**config.mk**
```make
export PLATFORM = sky130hd
export DESIGN_NAME = lsw_front
export DESIGN_NICKNAME = d
export VERILOG_FILES = /design/src/rtl/lsw_pkg.sv /design/src/rtl/lsw_front.sv
export SDC_FILE = /design/constraint.sdc
export NUM_CORES = 1
export LEC_CHECK = 0
export ABC_AREA = 1
export ABC_CLOCK_PERIOD_IN_PS = 8700
export BUFFER_PORTS_ARGS = -buffer_cell sky130_fd_sc_hd__buf_2
export CORE_ASPECT_RATIO = 0.8
export CORE_MARGIN = 2
export CORE_UTILIZATION = 55
export CTS_CLUSTER_DIAMETER = 40
export DETAILED_ROUTE_END_ITERATION = 7
export GPL_ROUTABILITY_DRIVEN = 0
export MAX_ROUTING_LAYER = met4
export PLACE_DENSITY = 0.86
export SLEW_MARGIN = 25
export SYNTH_ARGS = -nofsm -noshare
export SYNTH_HDL_FRONTEND = slang
export SYNTH_SLANG_ARGS = --single-unit
```
**constraint.sdc**
```tcl
create_clock -name clk -period 8.7 [get_ports clk]
set_clock_uncertainty 0.15 [all_clocks]
set_input_delay 0.87 -clock clk [delete_from_list [all_inputs] [get_ports clk]]
set_output_delay 0.87 -clock clk [all_outputs]
set_load 0.01 [all_outputs]
```
**src/rtl/lsw_pkg.sv**
```systemverilog
package lsw_pkg;

  localparam logic CMD_READ  = 1'b0;
  localparam logic CMD_WRITE = 1'b1;

  localparam logic [1:0] RK_WRITE_BACK = 2'd0;
  localparam logic [1:0] RK_READ       = 2'd1;
  localparam logic [1:0] RK_WRITE_DONE = 2'd2;

  localparam logic       CFG_CAPACITY = 1'b0;
  localparam logic       CFG_SPP      = 1'b1;

  localparam logic [10:0] CAP_RESET = 11'd1024;
  localparam logic [5:0]  SPP_RESET = 6'd4;

  // classified request handed from the front to the back
  typedef struct packed {
    logic        cmd;
    logic [31:0] page;
    logic [31:0] acc;
    logic [31:0] full;
    logic [5:0]  spp;
    logic [5:0]  cnt;
  } item_t;

  function automatic logic [5:0] popcount(input logic [31:0] v);
    logic [5:0] c;
    c = '0;
    for (int k = 0; k < 32; k++) c = c + {5'b0, v[k]};
    return c;
  endfunction

endpackage

```
**src/rtl/lsw_front.sv**
```systemverilog
module lsw_front #(
  parameter int MAX_SPP = 32
) (
  input  logic               clk,
  input  logic               rst_n,
  input  logic               in_valid,
  output logic               in_stall,
  input  logic               in_command,
  input  logic [31:0]        in_page_number,
  input  logic [31:0]        in_sector_mask,
  input  logic [5:0]         spp_cfg,
  output logic               q_valid,
  output lsw_pkg::item_t     q_item,
  input  logic               q_pop
);
  import lsw_pkg::*;

  localparam logic [5:0] MAXS = 6'(MAX_SPP);

  item_t      q_mem_r [2];
  logic       wr_ptr_r, wr_ptr_nxt, rd_ptr_r, rd_ptr_nxt;
  logic [1:0] count_r, count_nxt;
  logic [5:0] spp;
  logic [31:0] full;
  item_t      cls;
  logic       push;

  // clamp the page width and mask the access to it
  always_comb begin
    spp = spp_cfg;
    if (spp == 6'd0) spp = 6'd1;
    if (spp > MAXS) spp = MAXS;
    full = ~(32'hffffffff << spp);
    cls.cmd  = in_command;
    cls.page = in_page_number;
    cls.acc  = in_sector_mask & full;
    cls.full = full;
    cls.spp  = spp;
    cls.cnt  = popcount(in_sector_mask & full);
  end

  assign in_stall = (count_r == 2'd2);
  assign push     = in_valid && !in_stall;
  assign q_valid  = (count_r != 2'd0);
  assign q_item   = q_mem_r[rd_ptr_r];

  always_comb begin
    wr_ptr_nxt = wr_ptr_r;
    rd_ptr_nxt = rd_ptr_r;
    count_nxt  = count_r;
    if (push) wr_ptr_nxt = ~wr_ptr_r;
    if (q_pop && q_valid) rd_ptr_nxt = ~rd_ptr_r;
    if (push && !(q_pop && q_valid)) count_nxt = count_r + 2'd1;
    else if (!push && q_pop && q_valid) count_nxt = count_r - 2'd1;
  end

  always_ff @(posedge clk) begin
    if (push) q_mem_r[wr_ptr_r] <= cls;
    if (!rst_n) begin
      wr_ptr_r <= 1'b0;
      rd_ptr_r <= 1'b0;
      count_r  <= 2'd0;
    end else begin
      wr_ptr_r <= wr_ptr_nxt;
      rd_ptr_r <= rd_ptr_nxt;
      count_r  <= count_nxt;
    end
  end

endmodule

```
==> reports/qor_table.md <==
| Metric | This run | Unit |
|:---|:---|:---|
| Outcome | completed | - |
| Share of power burned in combinational logic | 25.3 | % |
| Switching power share of the total | 28.71 | % |
| Non-Filler Cell Area, Final | 0.01136 | mm² |
| Maximum number of pins on one net before global-route repair | 66 | - |
| Clock Power Share | 31.6 | % |
| Proportion of synthesized flip-flops having asynchronous set or reset | 0 | % |
| Period utilization | 70.25 | % |
| WHS | 0.3382 | ns |
| Biggest fanout along the worst timing path | 14 | - |
| Yosys warning count | 0 | - |
| First-pass GRT wire length | 29.25 | mm |
| Final count of pins violating max slew | 0 | - |
| Leakage | 4.544 | nW |
| Fin Setup TNS | 0 | ns |
| Sum of internal, switching and leakage power | 0.003152 | W |
| Portion of netlist area occupied by mux cells | 12.97 | % |
| Via Count | 5424 | - |
| Total wirelength of the detailed-routed design | 19.18 | mm |
| Drt wl/cell | 18.54 | µm |
| TritonCTS clock tree | built | - |
| Synth Area per Inst | 15.90 | µm² |
| Full die area | 0.01812 | mm² |
| Post-Place Cell Area | 0.01054 | mm² |
| Total routing resource utilization after global routing | 22.10 | % |
| Pint | 0.002247 | W |
| Count of flip-flops with a built-in enable after synthesis | 216 | - |
| Worst Setup End Kind | flip-flop | - |
| DRC marker count from the first detailed-route iteration | 381 | - |
| Clock-pin slew on the worst setup and hold paths | 0.06 | ns |
| Compound-cell area share of the yosys netlist | 1.628 | % |
| Cell variety after synth | 29 | - |
| Router iterations before antenna repair | 5 | - |
| Post-CTS Hold Buffers | 0 | - |
| Post-Synthesis Cells | 590 | - |
| Layout overhead on the synthesized area | 21.16 | % |
| Maximum vdd drop | 0.0001945 | V |
| Combined area of all synthesized cells | 0.009379 | mm² |
| Share of the synthesized netlist area taken by xor and xnor gates | 0.1868 | % |
| Number of storage elements in the synthesis netlist | 221 | - |
| Most instantiated flip-flop cell in the synthesis netlist | edfxtp_1 | - |
| Area contributors post-synth | edfxtp_1, mux2_2, fa_1 | - |
| Initial antenna violation count | 4 | - |
| Worst-case clock buffer depth | 3 | - |
| Simple-gate area share of the yosys netlist | 4.509 | % |
| Kind of path behind the tightest hold check | flip-flop to flip-flop | - |
| Final hold viol count | 0 | - |
| Worst-case headroom to the max-slew limit | 36.68 | % |
| Routed Antenna Nets | 0 | - |
| Via-to-Cell Ratio | 5.241 | - |
| HPWL after detailed placement | 13.20 | mm |
| Remaining global-route overflow | 0 | - |
| Share of total power in sequential cells | 43.1 | % |
| # clock sinks | 221 | - |
| Number of input and output port buffers inserted | 185 | - |
| Slew at the pin closest to its max-slew limit | 0.9398 | ns |
| Die outline width | 150 | µm |
| Required time of the worst setup path | 8.81 | ns |
| # resized after CTS | 0 | - |
| Post-synthesis adder-cell area fraction | 6.057 | % |
| I/O pin count | 186 | - |
| Count of nets after finishing | 897 | - |
| Total CTS buffers | 26 | - |
| H-tree level count | 1 | - |
| Maximum operating frequency | 0.1636 | GHz |
| Die height | 120.8 | µm |
| Fraction of layout cells with a size suffix above 1 | 42.91 | % |
| Power density cells | 277.3 | mW/mm² |
| Critical Setup Path Class | primary input to flip-flop | - |
| Via count of the first global-routing pass | 5490 | - |
| CTS Root Buffer Type | clkbuf_16 | - |
| Post-synthesis cell type with the largest combined area | edfxtp_1 | - |
| Dominant combinational cell family by area after synthesis | multiplexers | - |
| Filler cell count | 1162 | - |
| Setup repair after global routing missed its margin | no | - |
| Element type at the critical path start | primary input | - |
| Proportion of netlist area held by the largest area contributor | 69.16 | % |
| Number of maximum-capacitance violations | 0 | - |
| Core Region | 0.01661 | mm² |
| Post-layout min period | 6.111 | ns |
| Switching power | 0.0009047 | W |
| Initial Utilization | 56.48 | % |
| Seq/Total Area, Yosys | 70.22 | % |
| Std cell rows | 42 | - |
| Drt drc | 0 | - |
| Number of setup buffers added after CTS | 0 | - |
| Final core utilization | 68.43 | % |
| Final number of setup-violating endpoints | 0 | - |
| Clock latency at the later pin of the worst-skew pair | 0.51 | ns |
| Endpoint arrival time on the critical path | 6.22 | ns |
-- flip-flops by register name (all words and copies together), names as in the netlist, named ones only --
signal,cells
q_mem_r,216
count_r,2
rd_ptr_r,1
wr_ptr_r,1
-- stage by stage --
step	cells	setup slack, ns
2_1_floorplan	591	2.385
3_3_place_gp	983	2.292
3_5_place_dp	983	2.168
4_1_cts	1031	2.663
5_1_grt	1035	2.189
6_report	1035	2.589
-- final timing paths --
kind                                              start                       end  slack [ns]  cells past startpoint
worst min register to register    rd_ptr_r$_SDFFE_PN0P_                 flip-flop        0.34                      2
worst min-delay path              rd_ptr_r$_SDFFE_PN0P_                 flip-flop        0.34                      2
worst max register to register  count_r[0]$_SDFFE_PN0P_  q_mem_r[0][96]$_DFFE_PP_        5.91                      4
worst max-delay path                         spp_cfg[5]   q_mem_r[1][4]$_DFFE_PP_        2.59                     22
-- cell usage in the layout (no fill, tap or decap), types with 5 or more instances in the layout --
cell type	instances
a21boi_0	5
a21oi_1	10
buf_2	185
buf_4	5
clkbuf_16	27
edfxtp_1	216
fa_1	24
ha_1	7
inv_1	82
mux2_2	108
nand2_1	62
nand3_1	11
nor2_1	17
o21ai_0	8
-- logic make-up after synthesis --
logic type	count (synthesis)
xor+xnor	2
flops	221
other cells	1
mux	108
compound gates	26
buf+inv	100
simple gates	101
fa+ha+maj	31
-- power by group through the flow --
stage	combinational [W]	sequential, W	clock (W)
floorplan	0.000548	0.00137	0
global placement	0.000757	0.00138	0
detailed placement	0.000780	0.00138	0
CTS	0.000804	0.00136	0.00101
global route	0.000908	0.00137	0.00106
finish	0.000797	0.00136	0.000996
-- metal layers --
layer / share of wire (%) / vias to the layer above / global-route usage [%]
met4: 2.1 / 0 / 6.486
li1: - / 2493 / -
met1: 41 / 2672 / 29.65
met5: 0 / - / -
met2: 49 / 231 / 35.30
met3: 8.0 / 28 / 3.849
-- area by class of cell --
class / count / area, µm² / area share [%]
sequential: 221 / 6590 / 57.99
multi-input combinational: 270 / 2400 / 21.12
timing repair buffer: 190 / 963.4 / 8.478
clock buffer: 33 / 718.2 / 6.320
inverter: 82 / 307.8 / 2.709
tap: 220 / 275.3 / 2.422
clock inverter: 15 / 98.84 / 0.8699
antenna: 4 / 10.01 / 0.08809
-- synth_stat cells, types with 2 or more instances --
cell / n
o21ai_2: 2
buf_2: 11
nand2_1: 62
clkbuf_1: 2
mux2_2: 108
fa_1: 24
and2_1: 2
buf_4: 4
dfxtp_1: 5
nand3_1: 11
edfxtp_1: 216
o21ai_0: 8
nor2_1: 19
inv_1: 82
ha_1: 7
a21boi_0: 5
a21oi_1: 10
-- worst max-delay path, stage by stage --
cell,delay (ns)
buf_2,0.18
nor2_2,0.45
inv_1,0.24
o21ai_2,0.14
inv_1,0.10
nand2_1,0.12
fa_1,0.44
fa_1,0.53
inv_1,0.05
fa_1,0.50
inv_1,0.06
fa_1,0.45
fa_1,0.51
inv_1,0.06
fa_1,0.50
ha_1,0.17
inv_1,0.06
fa_1,0.39
o21ai_0,0.17
nand2_1,0.08
nand3_1,0.07
nand2_1,0.06
Power figures use the tool's default switching activity.
